### config.mk
export PLATFORM = sky130hd
export DESIGN_NAME = radix_sum_converter_flat
export DESIGN_NICKNAME = d
export VERILOG_FILES = /design/src/sv/rsc_pkg.sv /design/src/sv/rsc_stream_if.sv /design/src/sv/rsc_accum.sv /design/src/sv/rsc_divider.sv /design/src/sv/rsc_emitter.sv /design/src/sv/radix_sum_converter.sv /design/src/flat_wrapper.sv
export VERILOG_INCLUDE_DIRS = /design/src /design/src/sv
export SDC_FILE = /design/constraint.sdc
export NUM_CORES = 1
export LEC_CHECK = 0
export ABC_AREA = 1
export BUFFER_PORTS_ARGS = -buffer_cell sky130_fd_sc_hd__buf_4
export CAP_MARGIN = 20
export CORE_MARGIN = 4
export CORE_UTILIZATION = 63
export CTS_CLUSTER_DIAMETER = 150
export DETAILED_ROUTE_END_ITERATION = 16
export GPL_TIMING_DRIVEN = 0
export PLACE_DENSITY = 0.8
export SLEW_MARGIN = 20
export SYNTH_ARGS = -nofsm -noshare
export SYNTH_HDL_FRONTEND = slang
export SYNTH_SLANG_ARGS = --single-unit
### constraint.sdc
create_clock -name clk_i -period 3.4 [get_ports clk_i]
set_input_delay 0.51 -clock clk_i [delete_from_list [all_inputs] [get_ports clk_i]]
set_output_delay 0.51 -clock clk_i [all_outputs]
set_load 0.02 [all_outputs]
### src/sv/radix_sum_converter_macros.svh
// Assertion macros for the radix sum converter.
`ifndef RADIX_SUM_CONVERTER_MACROS_SVH
`define RADIX_SUM_CONVERTER_MACROS_SVH

// Same-cycle implication, reset-gated.
`define RSC_ASSERT_IMPL(label, ante, cons, msg) \
  label: assert property (@(posedge clk_i) disable iff (!rst_ni) (ante) |-> (cons)) \
    else $error(msg);

// Next-cycle implication, reset-gated.
`define RSC_ASSERT_NEXT(label, ante, cons, msg) \
  label: assert property (@(posedge clk_i) disable iff (!rst_ni) (ante) |=> (cons)) \
    else $error(msg);

`endif

### src/sv/rsc_pkg.sv
// Shared types, constants and helper functions of the radix sum converter.
`timescale 1ns / 1ps

package rsc_pkg;

  localparam int unsigned VALUE_WIDTH_DEF = 64;
  localparam int unsigned MAX_DIGITS_DEF  = 64;

  localparam logic [7:0] CHAR_ZERO = 8'h30;
  localparam logic [7:0] CHAR_NINE = 8'h39;
  localparam logic [7:0] CHAR_A    = 8'h61;
  localparam logic [7:0] TEN       = 8'd10;

  localparam logic [4:0] RADIX_MIN = 5'd2;
  localparam logic [4:0] RADIX_MAX = 5'd16;

  typedef enum logic [1:0] {
    KIND_DIGIT   = 2'd0,
    KIND_END     = 2'd1,
    KIND_CONVERT = 2'd2,
    KIND_NONE    = 2'd3
  } kind_e;

  typedef enum logic [1:0] {
    ST_IDLE   = 2'd0,
    ST_ACCUM  = 2'd1,
    ST_DIVIDE = 2'd2,
    ST_EMIT   = 2'd3
  } state_e;

  typedef struct packed {
    logic [1:0] kind;
    logic [7:0] digit_char;
    logic [4:0] radix;
  } rsc_in_t;

  typedef struct packed {
    logic [7:0] out_char;
    logic       last;
  } rsc_out_t;

  // Command to the bit-serial accumulator unit.
  typedef struct packed {
    logic       start;
    logic       op_add;  // 1: sum += acc, acc = 0; 0: acc = acc * radix + cval
    logic [4:0] radix;
    logic [8:0] cval;    // digit value, two's complement, sign-extended to full width
  } acc_cmd_t;

  // Digit store write request.
  typedef struct packed {
    logic       we;
    logic [3:0] digit;
  } dig_wr_t;

  // Digit value as a 9-bit signed number; non-digits give c - 'a' + 10.
  function automatic logic [8:0] char_value(input logic [7:0] c);
    if (c >= CHAR_ZERO && c <= CHAR_NINE) begin
      return {1'b0, c - CHAR_ZERO};
    end
    return ({1'b0, c} - {1'b0, CHAR_A}) + {1'b0, TEN};
  endfunction

  function automatic logic [7:0] digit_char_of(input logic [3:0] d);
    if ({4'd0, d} < TEN) begin
      return CHAR_ZERO + {4'd0, d};
    end
    return CHAR_A + {4'd0, d} - TEN;
  endfunction

  function automatic logic [4:0] sat_radix(input logic [4:0] r);
    if (r < RADIX_MIN) begin
      return RADIX_MIN;
    end
    if (r > RADIX_MAX) begin
      return RADIX_MAX;
    end
    return r;
  endfunction

endpackage

### src/sv/rsc_stream_if.sv
// Valid/ready stream interface carrying one request payload.
`timescale 1ns / 1ps

interface rsc_stream_if #(
  parameter type payload_t = logic
);
  logic     valid;
  logic     ready;
  payload_t payload;

  modport source (output valid, output payload, input ready);
  modport sink   (input valid, input payload, output ready);
endinterface

### src/sv/rsc_accum.sv
// Bit-serial accumulator and running sum with multiply-add and add passes.
`timescale 1ns / 1ps

module rsc_accum #(
  parameter int unsigned VALUE_WIDTH = rsc_pkg::VALUE_WIDTH_DEF
) (
  input  logic                   clk_i,
  input  logic                   rst_ni,
  input  rsc_pkg::acc_cmd_t      cmd_i,
  input  logic                   sum_clear_i,
  output logic                   busy_o,
  output logic                   done_o,
  output logic [VALUE_WIDTH-1:0] sum_o
);
  import rsc_pkg::*;

  localparam int unsigned CW = $clog2(VALUE_WIDTH);
  localparam logic [CW-1:0] LAST_BIT = CW'(VALUE_WIDTH - 1);

  logic [VALUE_WIDTH-1:0] acc_q, sum_q;
  logic [CW-1:0]          cnt_q;
  logic                   busy_q, add_q;
  logic [4:0]             radix_q;
  logic [8:0]             cval_q;
  logic [5:0]             carry_q;   // multiply-add carry never exceeds 32
  logic [6:0]             mac_sum;
  logic [1:0]             add_sum;

  always_comb begin
    mac_sum = (acc_q[0] ? {2'b00, radix_q} : 7'd0) + {6'd0, cval_q[0]} + {1'b0, carry_q};
    add_sum = {1'b0, sum_q[0]} + {1'b0, acc_q[0]} + {1'b0, carry_q[0]};
  end

  // LSB first; result bits enter at the top, so once the pass has shifted
  // through every bit the register holds the new value.
  always_ff @(posedge clk_i or negedge rst_ni) begin
    if (!rst_ni) begin
      acc_q   <= '0;
      sum_q   <= '0;
      cnt_q   <= '0;
      busy_q  <= 1'b0;
      add_q   <= 1'b0;
      radix_q <= '0;
      cval_q  <= '0;
      carry_q <= '0;
    end else if (cmd_i.start) begin
      busy_q  <= 1'b1;
      cnt_q   <= '0;
      carry_q <= '0;
      add_q   <= cmd_i.op_add;
      radix_q <= cmd_i.radix;
      cval_q  <= cmd_i.cval;
    end else if (busy_q) begin
      cnt_q  <= cnt_q + 1'b1;
      cval_q <= {cval_q[8], cval_q[8:1]};
      if (add_q) begin
        sum_q   <= {add_sum[0], sum_q[VALUE_WIDTH-1:1]};
        acc_q   <= {1'b0, acc_q[VALUE_WIDTH-1:1]};
        carry_q <= {5'd0, add_sum[1]};
      end else begin
        acc_q   <= {mac_sum[0], acc_q[VALUE_WIDTH-1:1]};
        carry_q <= mac_sum[6:1];
      end
      if (cnt_q == LAST_BIT) begin
        busy_q <= 1'b0;
      end
    end else if (sum_clear_i) begin
      sum_q <= '0;
    end
  end

  assign busy_o = busy_q;
  assign done_o = busy_q && (cnt_q == LAST_BIT);
  assign sum_o  = sum_q;

endmodule

### src/sv/rsc_divider.sv
// Bit-serial restoring divider that peels off output digits, least significant first.
`timescale 1ns / 1ps

module rsc_divider #(
  parameter int unsigned VALUE_WIDTH = rsc_pkg::VALUE_WIDTH_DEF,
  parameter int unsigned MAX_DIGITS  = rsc_pkg::MAX_DIGITS_DEF
) (
  input  logic                              clk_i,
  input  logic                              rst_ni,
  input  logic                              start_i,
  input  logic [4:0]                        radix_i,
  input  logic [VALUE_WIDTH-1:0]            value_i,
  output rsc_pkg::dig_wr_t                  wr_o,
  output logic [$clog2(MAX_DIGITS)-1:0]     wr_addr_o,
  output logic                              busy_o,
  output logic                              done_o,
  output logic [$clog2(MAX_DIGITS+1)-1:0]   count_o
);
  import rsc_pkg::*;

  localparam int unsigned CW = $clog2(VALUE_WIDTH);
  localparam int unsigned AW = $clog2(MAX_DIGITS);
  localparam int unsigned NW = $clog2(MAX_DIGITS + 1);
  localparam logic [CW-1:0] LAST_BIT = CW'(VALUE_WIDTH - 1);
  localparam logic [NW-1:0] DIGIT_LIMIT = NW'(MAX_DIGITS);

  logic [VALUE_WIDTH-1:0] val_q;
  logic [3:0]             rem_q;
  logic [4:0]             radix_q;
  logic [CW-1:0]          cnt_q;
  logic [NW-1:0]          n_q;
  logic                   busy_q, nz_q;

  logic [4:0]    trial, rem_n;
  logic          ge, q_nz, last_bit, fin;
  logic [NW-1:0] n_inc;

  always_comb begin
    trial    = {rem_q, val_q[VALUE_WIDTH-1]};
    ge       = (trial >= radix_q);
    rem_n    = ge ? (trial - radix_q) : trial;
    q_nz     = nz_q | ge;
    n_inc    = n_q + 1'b1;
    last_bit = (cnt_q == LAST_BIT);
    // stop once the quotient is zero or the digit limit is reached
    fin      = busy_q && last_bit && (!q_nz || (n_inc == DIGIT_LIMIT));
  end

  always_ff @(posedge clk_i or negedge rst_ni) begin
    if (!rst_ni) begin
      val_q   <= '0;
      rem_q   <= '0;
      radix_q <= RADIX_MIN;
      cnt_q   <= '0;
      n_q     <= '0;
      busy_q  <= 1'b0;
      nz_q    <= 1'b0;
    end else if (start_i) begin
      val_q   <= value_i;
      rem_q   <= '0;
      radix_q <= sat_radix(radix_i);
      cnt_q   <= '0;
      n_q     <= '0;
      busy_q  <= 1'b1;
      nz_q    <= 1'b0;
    end else if (busy_q) begin
      val_q <= {val_q[VALUE_WIDTH-2:0], ge};
      if (last_bit) begin
        cnt_q <= '0;
        n_q   <= n_inc;
        rem_q <= '0;
        nz_q  <= 1'b0;
        if (fin) begin
          busy_q <= 1'b0;
        end
      end else begin
        cnt_q <= cnt_q + 1'b1;
        rem_q <= rem_n[3:0];
        nz_q  <= q_nz;
      end
    end
  end

  assign wr_o.we    = busy_q && last_bit;
  assign wr_o.digit = rem_n[3:0];
  assign wr_addr_o  = n_q[AW-1:0];
  assign busy_o     = busy_q;
  assign done_o     = fin;
  assign count_o    = n_inc;

endmodule

### src/sv/rsc_emitter.sv
// Digit store and reverse-order readout into the registered output channel.
`timescale 1ns / 1ps

module rsc_emitter #(
  parameter int unsigned MAX_DIGITS = rsc_pkg::MAX_DIGITS_DEF
) (
  input  logic                            clk_i,
  input  logic                            rst_ni,
  input  rsc_pkg::dig_wr_t                wr_i,
  input  logic [$clog2(MAX_DIGITS)-1:0]   wr_addr_i,
  input  logic                            start_i,
  input  logic [$clog2(MAX_DIGITS+1)-1:0] count_i,
  output logic                            done_o,
  rsc_stream_if.source                    out_o
);
  import rsc_pkg::*;

  localparam int unsigned AW = $clog2(MAX_DIGITS);
  localparam int unsigned NW = $clog2(MAX_DIGITS + 1);

  logic [3:0]    digit_store_q [MAX_DIGITS];
  logic [3:0]    rdata_q;
  logic [NW-1:0] ptr_q, ptr_m1;
  logic          active_q, data_v_q, data_last_q, out_valid_q;
  rsc_out_t      out_q;
  logic          out_free, move, issue;

  always_comb begin
    ptr_m1   = ptr_q - 1'b1;
    out_free = !out_valid_q || out_o.ready;
    move     = data_v_q && out_free;
    issue    = active_q && (!data_v_q || move);
  end

  always_ff @(posedge clk_i) begin
    if (wr_i.we) begin
      digit_store_q[wr_addr_i] <= wr_i.digit;
    end
    if (issue) begin
      rdata_q <= digit_store_q[ptr_m1[AW-1:0]];
    end
  end

  always_ff @(posedge clk_i or negedge rst_ni) begin
    if (!rst_ni) begin
      ptr_q       <= '0;
      active_q    <= 1'b0;
      data_v_q    <= 1'b0;
      data_last_q <= 1'b0;
      out_valid_q <= 1'b0;
      out_q       <= '0;
    end else begin
      if (start_i) begin
        active_q <= 1'b1;
        ptr_q    <= count_i;
      end else if (issue) begin
        ptr_q <= ptr_m1;
        if (ptr_m1 == '0) begin
          active_q <= 1'b0;
        end
      end

      if (issue) begin
        data_v_q    <= 1'b1;
        data_last_q <= (ptr_m1 == '0);
      end else if (move) begin
        data_v_q <= 1'b0;
      end

      if (move) begin
        out_valid_q    <= 1'b1;
        out_q.out_char <= digit_char_of(rdata_q);
        out_q.last     <= data_last_q;
      end else if (out_o.ready) begin
        out_valid_q <= 1'b0;
      end
    end
  end

  assign out_o.valid   = out_valid_q;
  assign out_o.payload = out_q;
  assign done_o        = move && data_last_q;

endmodule

### src/sv/radix_sum_converter.sv
// Top level of the radix sum converter: request sequencing and unit wiring.
// Digit and end-of-operand requests each run one bit-serial pass (multiply-add or add).
// Convert request: the bit-serial divider produces all output digits, then the emitter
//   sends them one per cycle while the sink is ready; the next request is taken once
//   the last digit has entered the output register. Kind 3 is taken and ignored.
// Reset (rst_ni low, asynchronous) clears accumulator, sum and control; digit store kept.
`timescale 1ns / 1ps

module radix_sum_converter #(
  parameter int unsigned VALUE_WIDTH = rsc_pkg::VALUE_WIDTH_DEF,
  parameter int unsigned MAX_DIGITS  = rsc_pkg::MAX_DIGITS_DEF
) (
  input  logic         clk_i,
  input  logic         rst_ni,
  rsc_stream_if.sink   in_i,
  rsc_stream_if.source out_o
);
  import rsc_pkg::*;
  `include "radix_sum_converter_macros.svh"

  localparam int unsigned AW = $clog2(MAX_DIGITS);
  localparam int unsigned NW = $clog2(MAX_DIGITS + 1);

  // Sequencer state
  state_e   state_q, state_d;
  kind_e    in_kind;

  // Accumulator unit
  acc_cmd_t               acc_cmd;
  logic                   sum_clear;
  logic                   acc_busy, acc_done;
  logic [VALUE_WIDTH-1:0] sum;

  // Divider unit
  logic          div_start, div_busy, div_done;
  dig_wr_t       dig_wr;
  logic [AW-1:0] dig_addr;
  logic [NW-1:0] div_count;

  // Emitter
  logic emit_done;

  assign in_kind  = kind_e'(in_i.payload.kind);
  // Only one request is in work at a time; the output register lets the
  // next one start while the final digit still waits at the sink.
  assign in_i.ready = (state_q == ST_IDLE);

  always_ff @(posedge clk_i or negedge rst_ni) begin
    if (!rst_ni) begin
      state_q <= ST_IDLE;
    end else begin
      state_q <= state_d;
    end
  end

  always_comb begin
    state_d       = state_q;
    acc_cmd       = '0;
    acc_cmd.radix = in_i.payload.radix;          // digit radix used as given
    acc_cmd.cval  = char_value(in_i.payload.digit_char);
    sum_clear     = 1'b0;
    div_start     = 1'b0;
    unique case (state_q)
      ST_IDLE: begin
        if (in_i.valid) begin
          unique case (in_kind)
            KIND_DIGIT: begin
              acc_cmd.start = 1'b1;
              state_d       = ST_ACCUM;
            end
            KIND_END: begin
              acc_cmd.start  = 1'b1;
              acc_cmd.op_add = 1'b1;
              state_d        = ST_ACCUM;
            end
            KIND_CONVERT: begin
              // divider takes the sum at this edge, the sum clears at the same edge
              div_start = 1'b1;
              sum_clear = 1'b1;
              state_d   = ST_DIVIDE;
            end
            KIND_NONE: ;  // ignored, no state change
            default: ;
          endcase
        end
      end
      ST_ACCUM: begin
        if (acc_done) begin
          state_d = ST_IDLE;
        end
      end
      ST_DIVIDE: begin
        if (div_done) begin
          state_d = ST_EMIT;
        end
      end
      ST_EMIT: begin
        if (emit_done) begin
          state_d = ST_IDLE;
        end
      end
      default: state_d = ST_IDLE;
    endcase
  end

  rsc_accum #(
    .VALUE_WIDTH(VALUE_WIDTH)
  ) u_accum (
    .clk_i      (clk_i),
    .rst_ni     (rst_ni),
    .cmd_i      (acc_cmd),
    .sum_clear_i(sum_clear),
    .busy_o     (acc_busy),
    .done_o     (acc_done),
    .sum_o      (sum)
  );

  // Saturates the output radix to 2..16; a zero sum yields one '0' digit
  // because the first division always stores a digit.
  rsc_divider #(
    .VALUE_WIDTH(VALUE_WIDTH),
    .MAX_DIGITS (MAX_DIGITS)
  ) u_divider (
    .clk_i    (clk_i),
    .rst_ni   (rst_ni),
    .start_i  (div_start),
    .radix_i  (in_i.payload.radix),
    .value_i  (sum),
    .wr_o     (dig_wr),
    .wr_addr_o(dig_addr),
    .busy_o   (div_busy),
    .done_o   (div_done),
    .count_o  (div_count)
  );

  // Reads the stored digits back most significant first.
  rsc_emitter #(
    .MAX_DIGITS(MAX_DIGITS)
  ) u_emitter (
    .clk_i    (clk_i),
    .rst_ni   (rst_ni),
    .wr_i     (dig_wr),
    .wr_addr_i(dig_addr),
    .start_i  (div_done),
    .count_i  (div_count),
    .done_o   (emit_done),
    .out_o    (out_o)
  );

  // The two serial units never run at once.
  `RSC_ASSERT_IMPL(a_units_exclusive, 1'b1, !(acc_busy && div_busy), "accum and divider both busy")
  // A result only appears out of the emit phase.
  `RSC_ASSERT_IMPL(a_out_from_emit, $rose(out_o.valid), $past(state_q) == ST_EMIT, "output outside emit")
  // Each convert ends with between one and MAX_DIGITS digits.
  `RSC_ASSERT_IMPL(a_digit_count, div_done, (div_count != '0) && (div_count <= NW'(MAX_DIGITS)), "bad digit count")

endmodule

### src/flat_wrapper.sv
// flat-port wrapper written by rule: the top's interface ports become plain ports
module radix_sum_converter_flat import rsc_pkg::*;
#(
  parameter int unsigned VALUE_WIDTH = rsc_pkg::VALUE_WIDTH_DEF,
  parameter int unsigned MAX_DIGITS  = rsc_pkg::MAX_DIGITS_DEF
)
  (clk_i, rst_ni, in_i_valid, in_i_payload, in_i_ready, out_o_valid, out_o_payload, out_o_ready);
  rsc_stream_if #(.payload_t(rsc_in_t)) in_i_i ();
  rsc_stream_if #(.payload_t(rsc_out_t)) out_o_i ();
  input  logic clk_i;
  input  logic rst_ni;
  input wire logic [$bits(in_i_i.valid)-1:0] in_i_valid;
  input wire logic [$bits(in_i_i.payload)-1:0] in_i_payload;
  output wire logic [$bits(in_i_i.ready)-1:0] in_i_ready;
  output wire logic [$bits(out_o_i.valid)-1:0] out_o_valid;
  output wire logic [$bits(out_o_i.payload)-1:0] out_o_payload;
  input wire logic [$bits(out_o_i.ready)-1:0] out_o_ready;
  assign in_i_i.valid = in_i_valid;
  assign in_i_i.payload = in_i_payload;
  assign in_i_ready = in_i_i.ready;
  assign out_o_valid = out_o_i.valid;
  assign out_o_payload = out_o_i.payload;
  assign out_o_i.ready = out_o_ready;
  radix_sum_converter #(.VALUE_WIDTH(VALUE_WIDTH), .MAX_DIGITS(MAX_DIGITS)) u_core (.clk_i(clk_i), .rst_ni(rst_ni), .in_i(in_i_i), .out_o(out_o_i));
endmodule
[Word level (Yosys, flattened, before mapping)]
Memories as Yosys holds them, arrays and structs flattened. A register that Yosys moved wholly into a read port is not among the register bits.
Cells that the tools add are included.
Word-level totals
  bits in registers: 266
  memory bits (writable): 256
  bits of input ports: 19
  word-level logic and storage cells: 166
  memories: 1
Cells by class
  add/subtract/negate cells: 15
  magnitude comparators: 6
  equality and inequality tests: 14
  mux-type cells: 74
  bitwise gates (word level): 2
  reductions and logical operators: 30
Memory list
  u_core.u_emitter.digit_store_q: depth 64, bits a word 4, rd ports 1, clocked after memory_dff 1, write ports 1, line rsc_emitter.sv:21  | logic [3:0] digit_store_q [MAX_DIGITS];
Operators by type and width (number)
  $mux 64: 6
  $mux 6: 8
  $mux 7: 5
  $mux 1: 32
  $mux 9: 3
  $mux 5: 5
  $mux 8: 3
  $mux 4: 4
  $reduce_bool 2->1: 8
  $add 6x1->6 const B: 2
  $eq 6x6->1 const B: 2
  $mux 2: 6
  $add 9x4->9 const B: 1
  $sub 8x7->9 const B: 1
  $add 7x4->8 const A: 1
  $ge 8x6->1 const B: 1
  $le 8x6->1 const B: 1
  $ne 2x1->1 const B: 4
  $pmux 2 s4: 1
  $sub 8x4->8 const B: 1
  $sub 8x6->8 const B: 1
  $add 6x4->7 const A: 1
  $add 7x1->7: 1
  $add 7x1->7 const B: 1
  26 further kinds: 42

[Depth between registers and ports, before layout]
Gate-level depths: netlist of run 1.
  depth after elaboration: 9
  gate-level depth with buffers: 14
  gate-level depth less buffers: 12

[Cells and area by module]
Synthesis of run 1 repeated with hierarchy kept, for this count alone.
Second synthesis, totals
  cells, all modules: 2436
  area total of the unflattened synthesis: 23346.1 um2
Modules (own cells, without submodules)
  rsc_emitter: instances 1, cells an instance 1171, area an instance 12100.4 um2, seq. area each 8282.9 um2
  rsc_accum: instances 1, cells an instance 708, area an instance 6550.0 um2, seq. area each 3903.7 um2
  rsc_divider: instances 1, cells an instance 470, area an instance 4177.8 um2, seq. area each 2203.4 um2
  radix_sum_converter: instances 1, cells an instance 87, area an instance 518.0 um2, seq. area each 50.0 um2

[Worst setup path after synthesis of run 1]
No wires, ideal clock.
  path type: register to register
  start: reg u_core.u_divider.radix_q[1]
  end: mem u_core.u_emitter.digit_store_q[0][1], data pin
  setup time: 0.343 ns
  data arrival time: 2.152 ns
  setup slack: 0.905 ns
  cell stages (with the launch flop): 9
  cell sequence: dfstp_2 inv_1 ha_1 nand2_1 inv_1 nand4_1 nand3_1 o21a_1 inv_1
RTL lines
  start, declared: line rsc_divider.sv:29  | logic [4:0] radix_q;
  start signal, assigned: line rsc_divider.sv:61  | radix_q <= sat_radix(radix_i);
  end, declared: line rsc_emitter.sv:21

[Final worst setup path of run 1]
  start: reg u_core.u_emitter.ptr_q[0]
  end: reg u_core.u_emitter.rdata_q[3] (read register of u_core.u_emitter.digit_store_q), data pin
On the way
  cells in the longest elaborated chain, start to end: 1
RTL lines
  start, declared: line rsc_emitter.sv:23  | logic [NW-1:0] ptr_q, ptr_m1;
  start signal, assigned: line rsc_emitter.sv:55  | ptr_q <= count_i;
  start signal, assigned: line rsc_emitter.sv:57  | ptr_q <= ptr_m1;
  $sub 7x1->7: line rsc_emitter.sv:29  | ptr_m1 = ptr_q - 1'b1;
  end, declared: line rsc_emitter.sv:22  | logic [3:0] rdata_q;
No other way between the ends.
A chain may end at the register's enable or synchronous reset.

==> results of run 1 <==
cell type report:
| type | count | area share |
|---|---|---|
| plain buffers | 107 | 0.0200 |
| clock inverters | 18 | 0.00551 |
| well taps | 455 | 0.0230 |
| clock buffers | 76 | 0.0599 |
| repair buffers | 33 | 0.0131 |
| inverters | 177 | 0.0271 |
| multi-input cells | 1354 | 0.268 |
| flip-flops and latches | 525 | 0.584 |
critical path: stages (launching register included):
cell and delay, ps:
dfrtp_1 480, inv_2 110, buf_4 240, ha_1 300, buf_2 180, buf_2 260
buf_1 510, nor2_1 110, o21ai_0 140, nand3_1 140, nand3_1 150, nand3_1 110
nand3_1 120, nand2_1 130
cells by family (layout without fill, tap and decap cells):
kind of cell,Yosys count,in the layout,synth area share
other,1,1,0.000169
DFF,525,525,0.650
xor gates and xnor gates,12,12,0.00659
AOI/OAI and AO/OA,361,361,0.0990
adders and majority gates,25,25,0.0154
and+or+nand+nor,955,955,0.177
buffers and inverters,285,411,0.0522
final timing paths:
| path | from | to | slack, ps | depth (start not counted) |
|---|---|---|---|---|
| max in group asynchronous | rst_ni | u_core.u_accum.acc_q[49] | 2040 | 3 |
| worst min-delay path | in_i_payload[13] | u_core.u_accum.add_q | 170 | 3 |
| worst min register to register | u_core.u_accum.acc_q[4] | u_core.u_accum.acc_q[4] | 470 | 2 |
| worst max register to register | u_core.u_emitter.ptr_q[0] | u_core.u_emitter.rdata_q[3] | 120 | 13 |
| min in group asynchronous | rst_ni | u_core.u_accum.sum_o[40] | 470 | 2 |
| worst max-delay path | u_core.u_emitter.ptr_q[0] | u_core.u_emitter.rdata_q[3] | 120 | 13 |
synth_stat cells, types with 2 or more instances:
cell / instances
nor3_1: 5
nand4_1: 13
nand3_4: 2
inv_2: 10
nand2_1: 442
nand3_1: 155
buf_2: 38
fa_1: 4
a211oi_1: 2
dfrtp_1: 264
xnor2_1: 4
buf_1: 10
clkbuf_1: 49
o22ai_1: 71
nand4_2: 2
a22o_1: 2
xor2_1: 4
inv_1: 165
nor2_1: 324
nand2_2: 2
o211ai_1: 56
edfxtp_1: 260
a31oi_1: 5
xor2_2: 2
o21a_1: 2
a21oi_1: 17
clkinv_1: 2
o21ai_0: 164
nand2_4: 2
ha_1: 21
nor2_4: 3
o21ai_1: 4
or2_2: 2
o221ai_1: 35
buf_4: 9
per-layer routing:
layer | track usage | share of wire | up-vias
li1 | - | - | 7535
met1 | 0.380 | 0.39 | 7928
met2 | 0.474 | 0.48 | 812
met3 | 0.0582 | 0.092 | 160
met4 | 0.121 | 0.043 | 0
met5 | 0 | 0 | -
report_power, final:
group	switching (uW)	total (uW)	internal, uW
Combinational	1740	2400	660
Clock	2350	5510	3160
Sequential	59.3	6780	6720
registers in the layout (all words and copies together) (netlist names), 2 cells and up:
register and count:
u_core.u_emitter.digit_store_q 256, u_core.u_accum.acc_q 64, u_core.u_accum.sum_o 64, u_core.u_divider.val_q 64
u_core.u_accum.cval_q 9, u_core.u_emitter.out_o.payload 8, u_core.u_divider.n_q 7, u_core.u_emitter.ptr_q 7
u_core.u_accum.carry_q 6, u_core.u_accum.cnt_q 6, u_core.u_divider.cnt_q 6, u_core.u_accum.radix_q 5
u_core.u_divider.radix_q 5, u_core.u_divider.rem_q 4, u_core.u_emitter.rdata_q 4, u_core.state_q 2
through the flow:
step | power [uW] | TNS, ps | hold WS, ps | worst slack [ps]
finish | 14700 | 0 | 168 | 119
global route | 15200 | 0 | 158 | 24.1
CTS | 14700 | 0 | 160 | 253
detailed placement | 9220 | -510 | 459 | -147
global placement | 9140 | -116360 | 453 | -312
floorplan | 8300 | 0 | 214 | 905
repair_timing:
item	in CTS	in global routing
resized for setup	2	1
hold buffers	1	0
endpoints found under the hold margin	66	0
setup endpoints to repair	4	1
==> out/metrics.cfg, run 1 <==
[run_status]
outcome=finished, final reports clean

[drt]
viasPerCell=5.99
ant_nets=0
num_vias=16435
dr.first_iter.drc_count=1823
drc=0
drtPass1Iterations=8
wl_per_cell_um=20.0
drt-total-wl_mm=54.8

[placement]
place_hpwl_mm=35.5
placed_cells=2651
io_buffer_count=28
gp_congestion=0.933
post_dp_cell_area_um2=23100

[setup_path]
cp.arrival_ps=3590
required_ps=3710
crit_path_start_kind=flop
crit_path_end_kind=flop
crit_fanout=19
path_class=flop to flop

[pwr]
p_leak_uw=0.00998
ir_worst_vdd_uv=472
power_density_nw_per_um2=594

[floorplan]
coreArea_um2=34600
ios=30
die_w_um=196
dieHeight_um=196
start_util=0.642
die_area_um2=38300
row_count=68

[global_route]
grt_max_degree=104
track_usage=0.288
antenna_found_initial=0
grt_pass1_wl_mm=87.5
grt_pass1_vias=16465
grt-ovfl-total=0

[cells_and_area]
synthToLayoutAreaGrowth_pct=11.3
fin_util=0.714
multiInputGateArea_um2=6620
final_common_cell=nand2_1
final_cells=2745
antennaDiodeCount=0
drive_gt1_frac=0.0830
stdcell_area_um2=24700
num-fill-cells=2333
final_nets=2293
ff_latch_area_um2=14400
layout_common_cells=442 x nand2_1, 324 x nor2_1, 264 x dfrtp_1

[timing]
fin_crit_ps=3280
slew_viol_final=0
setup_violations=0
hold_viol_final=0
fmax_mhz=305
relSlewSlack=0.403
finalClockSkew_ps=22.7
rsz0062_at_grt=false
period_share=0.965
tightest_slew_ps=893

[synth]
netlist_area_um2=22200
netlist_instances=2164
ys_warn_count=0
syn_avg_cell_area_um2=10.3
synth_top_area_share=0.351
netlist_top_cells_area=edfxtp_1 35%, dfrtp_1 30%, nand2_1 7.5%, nor2_1 5.5%, o21ai_0 3.7%
synth_edf_count=260
synthesis.nets=2208
post_synth_num_cell_types=47
yosysTopAreaCell=edfxtp_1
seq_area_frac_synth=0.650
synthFlopType=dfrtp_1
synth-seq-cells=525
async_flop_share=0.505

[clock_tree]
htreeDepth=2
root_buffer=clkbuf_16
cts_tree=yes
post-cts-setup-buffer-count=0
cts_buffers=51
cts.sinks=525
path_clk_slew_ps=60
clock_latency_ps=600
clockBufferDepth=3

[worst_hold_path]
hold_class=input pin to flop

[flow_run]
cap_violations=0

Power figures use the tool's default switching activity.
==> inputs of run 2 (changes only) <==
Settings changed: REMOVE_ABC_BUFFERS from default to 1.
==> run 2 against run 1 <==
Register-to-register slack about the same. Critical endpoint is now u_core.u_emitter.rdata_q[2]. Worst hold slack worse by 9.2 ps. Clock power shrank 1%. Highest routed layer unchanged. First-iteration DRC count shrank 14%. Global-route usage fell by 3.7 points. Combinational power down 5%.
==> out/metrics.cfg, run 2 (synthesis gave the netlist of run 1 again) <==
[run_status]
outcome=finished, final reports clean

[global_route]
grt-busiest-layer=met2
grt-ovfl-total=0  ; unchanged
grt_use_met3=0.0483  ; -0.00996
grt_util_met1=0.335  ; -0.0449
grt_pass1_vias=15622  ; -5.1%
grt_max_degree=97  ; -6.7%
antenna_found_initial=0  ; unchanged
track_usage=0.251  ; -0.0370
grtUsageMet2=0.418  ; -0.0563
grt_pass1_wl_mm=78.2  ; -11%

[cells_and_area]
regMostFlops=u_core.u_emitter.digit_store_q
stdcell_area_um2=24600  ; -0.50%
drive_gt1_frac=0.0740  ; -0.00895
antennaDiodeCount=0  ; unchanged
layout_common_cells=442 x nand2_1, 324 x nor2_1, 263 x dfrtp_1
synthToLayoutAreaGrowth_pct=10.8
num-fill-cells=2289  ; -1.9%
final_nets=2204  ; -3.9%
largest_reg_flops=256  ; unchanged
final_common_cell=nand2_1

[pwr]
seqPwrFrac=0.467  ; +0.006
p_sw_frac=0.273  ; -0.00992
p_total_uw=14500  ; -1.4%
p_int_uw=10500  ; about the same
ir_worst_vdd_uv=712  ; +51%
pwr-share-clk=0.375  ; about the same
p_leak_uw=0.00982  ; -1.6%
power_density_nw_per_um2=589  ; -0.87%
p_sw_uw=3960  ; -4.8%
power_frac_comb=0.157  ; -0.007

[drt]
drtPass1Iterations=6  ; -2
viasPerCell=5.92  ; -1.1%
ant_nets=0  ; unchanged
dr.first_iter.drc_count=1560  ; -14%
wl_per_cell_um=18.1  ; -9.2%
drc=0  ; unchanged
num_vias=15735  ; -4.3%
drt-total-wl_mm=48.2  ; -12%

[clock_tree]
root_buffer=clkbuf_16
path_clk_slew_ps=60  ; about the same
cts.sinks=525  ; unchanged
clockBufferDepth=3  ; unchanged
clock_latency_ps=600  ; about the same
htreeDepth=2  ; unchanged
cts_tree=yes
cts_buffers=51  ; unchanged

[floorplan]
start_util=0.642  ; unchanged
coreArea_um2=34600  ; unchanged
row_count=68  ; unchanged
ios=30  ; unchanged
die_w_um=196  ; unchanged
dieHeight_um=196  ; unchanged
die_area_um2=38300  ; unchanged

[timing]
tightest_slew_ps=1010  ; +117 ps
relSlewSlack=0.327  ; -0.0761
slew_viol_final=0  ; unchanged
period_share=0.967  ; +0.00176
finalClockSkew_ps=21.8  ; -0.842 ps
rsz0062_at_grt=false
hold_viol_final=0  ; unchanged
fin_crit_ps=3290  ; +5.98 ps
fmax_mhz=304  ; -0.18%
setup_violations=0  ; unchanged

[placement]
post_dp_cell_area_um2=22800  ; -1.2%
gp_congestion=0.858  ; -8.1%
io_buffer_count=28  ; unchanged
place_hpwl_mm=28.0  ; -21%

[worst_hold_path]
hold-path-cell-count=3  ; unchanged
hold_class=input pin to flop

[setup_path]
worst-path-stages=12  ; -1
critPathTopFamily=buffers and inverters
required_ps=3850  ; +140 ps
ff2ff_path_depth=12  ; -1
cp.arrival_ps=3730  ; +140 ps
crit_chain=buf_16, inv_16, buf_12, ha_4, xnor2_4, clkinvlp_4, buf_4, o211ai_1, nand3_1, nand3_1, nand3_1, nand2_1
crit_fanout=77  ; +58
path_class=flop to flop
crit_path_end_kind=flop
slowest_delay_ps=640  ; +130 ps
path_buf_inv=5  ; unchanged
crit_path_start_kind=flop
cp_common_cell=nand3_1
worst_path_max_delay_cell=xnor2_4

[flow_run]
cap_violations=0  ; unchanged

run 2: changes by cell type in the layout (fill, tap and decap cells not counted), moves of 3 or more:
cell and delta:
clkbuf_1 -50, buf_2 -38, buf_1 -9, buf_16 +6
clkbuf_2 -4, clkinvlp_4 +4, inv_2 -4, buf_4 -3
clkbuf_8 -3, clkinv_2 +3
run 2: per-layer routing:
layer	routed length, um	vias to the layer above	part of all wire
met5	0	-	0
met4	1790	0	0.037
met3	3710	154	0.077
met2	23300	631	0.48
met1	19300	7607	0.40
li1	-	7343	-
run 2: repair_timing:
action / 4_1_cts / 5_1_grt
hold buffers: 1 / 0
cloned: 1 / 0
buffers inserted: 7 / 3
hold endpoints to repair: 86 / 0
setup endpoints to repair: 6 / 13
pin swaps: 1 / 3
resized for setup: 6 / 6
run 2: final cells by class:
class / count / area, um^2 / share of cell area
inverters: 177 / 708 / 0.0288
well taps: 455 / 569 / 0.0231
clock buffers: 67 / 1390 / 0.0564
clock inverters: 28 / 228 / 0.00925
flip-flops and latches: 525 / 14400 / 0.587
repair buffers: 50 / 604 / 0.0246
multi-input cells: 1354 / 6660 / 0.271
repair inverters: 1 / 7.51 / 0.000305
run 2: power by group through the flow:
| stage | clock [uW] | sequential, uW | combinational [uW] |
|---|---|---|---|
| CTS | 5510 | 6770 | 2220 |
| finish | 5440 | 6770 | 2280 |
| global placement | 0 | 7020 | 1800 |
| floorplan | 0 | 7030 | 1160 |
| detailed placement | 0 | 6960 | 2020 |
| global route | 5790 | 6780 | 2500 |
run 2: final timing paths:
path                       slack (ps)                                 to                       from
max                               110        u_core.u_emitter.rdata_q[2]  u_core.u_emitter.ptr_q[0]
min                               160               u_core.u_accum.add_q           in_i_payload[13]
max reg2reg                       110        u_core.u_emitter.rdata_q[2]  u_core.u_emitter.ptr_q[0]
min reg2reg                       470           u_core.u_accum.acc_q[33]   u_core.u_accum.acc_q[33]
max in group asynchronous        1980         u_core.u_divider.val_q[16]                     rst_ni
min in group asynchronous         500  u_core.u_emitter.out_o.payload[5]                     rst_ni
run 2: worst reg2reg max path, stage by stage, from the launching register on:
cell and delay (ps):
dfrtp_4 430, buf_16 290, inv_16 200, buf_12 240
ha_4 230, xnor2_4 640, clkinvlp_4 200, buf_4 270
o211ai_1 140, nand3_1 120, nand3_1 170, nand3_1 90
nand2_1 120
run 2: through the flow:
stage          setup WS [ps]  setup TNS (ps)   util  hold WS (ps)  cells
2_1_floorplan          -3930         -105980      -           214   2056
3_3_place_gp           -7950         -609730  0.650           454   2539
3_5_place_dp           -1070           -4970  0.660           459   2550
4_1_cts                  124               0  0.710           140   2654
5_1_grt                 1.67               0  0.711           151   2657
6_report                 113               0  0.711           159   2657
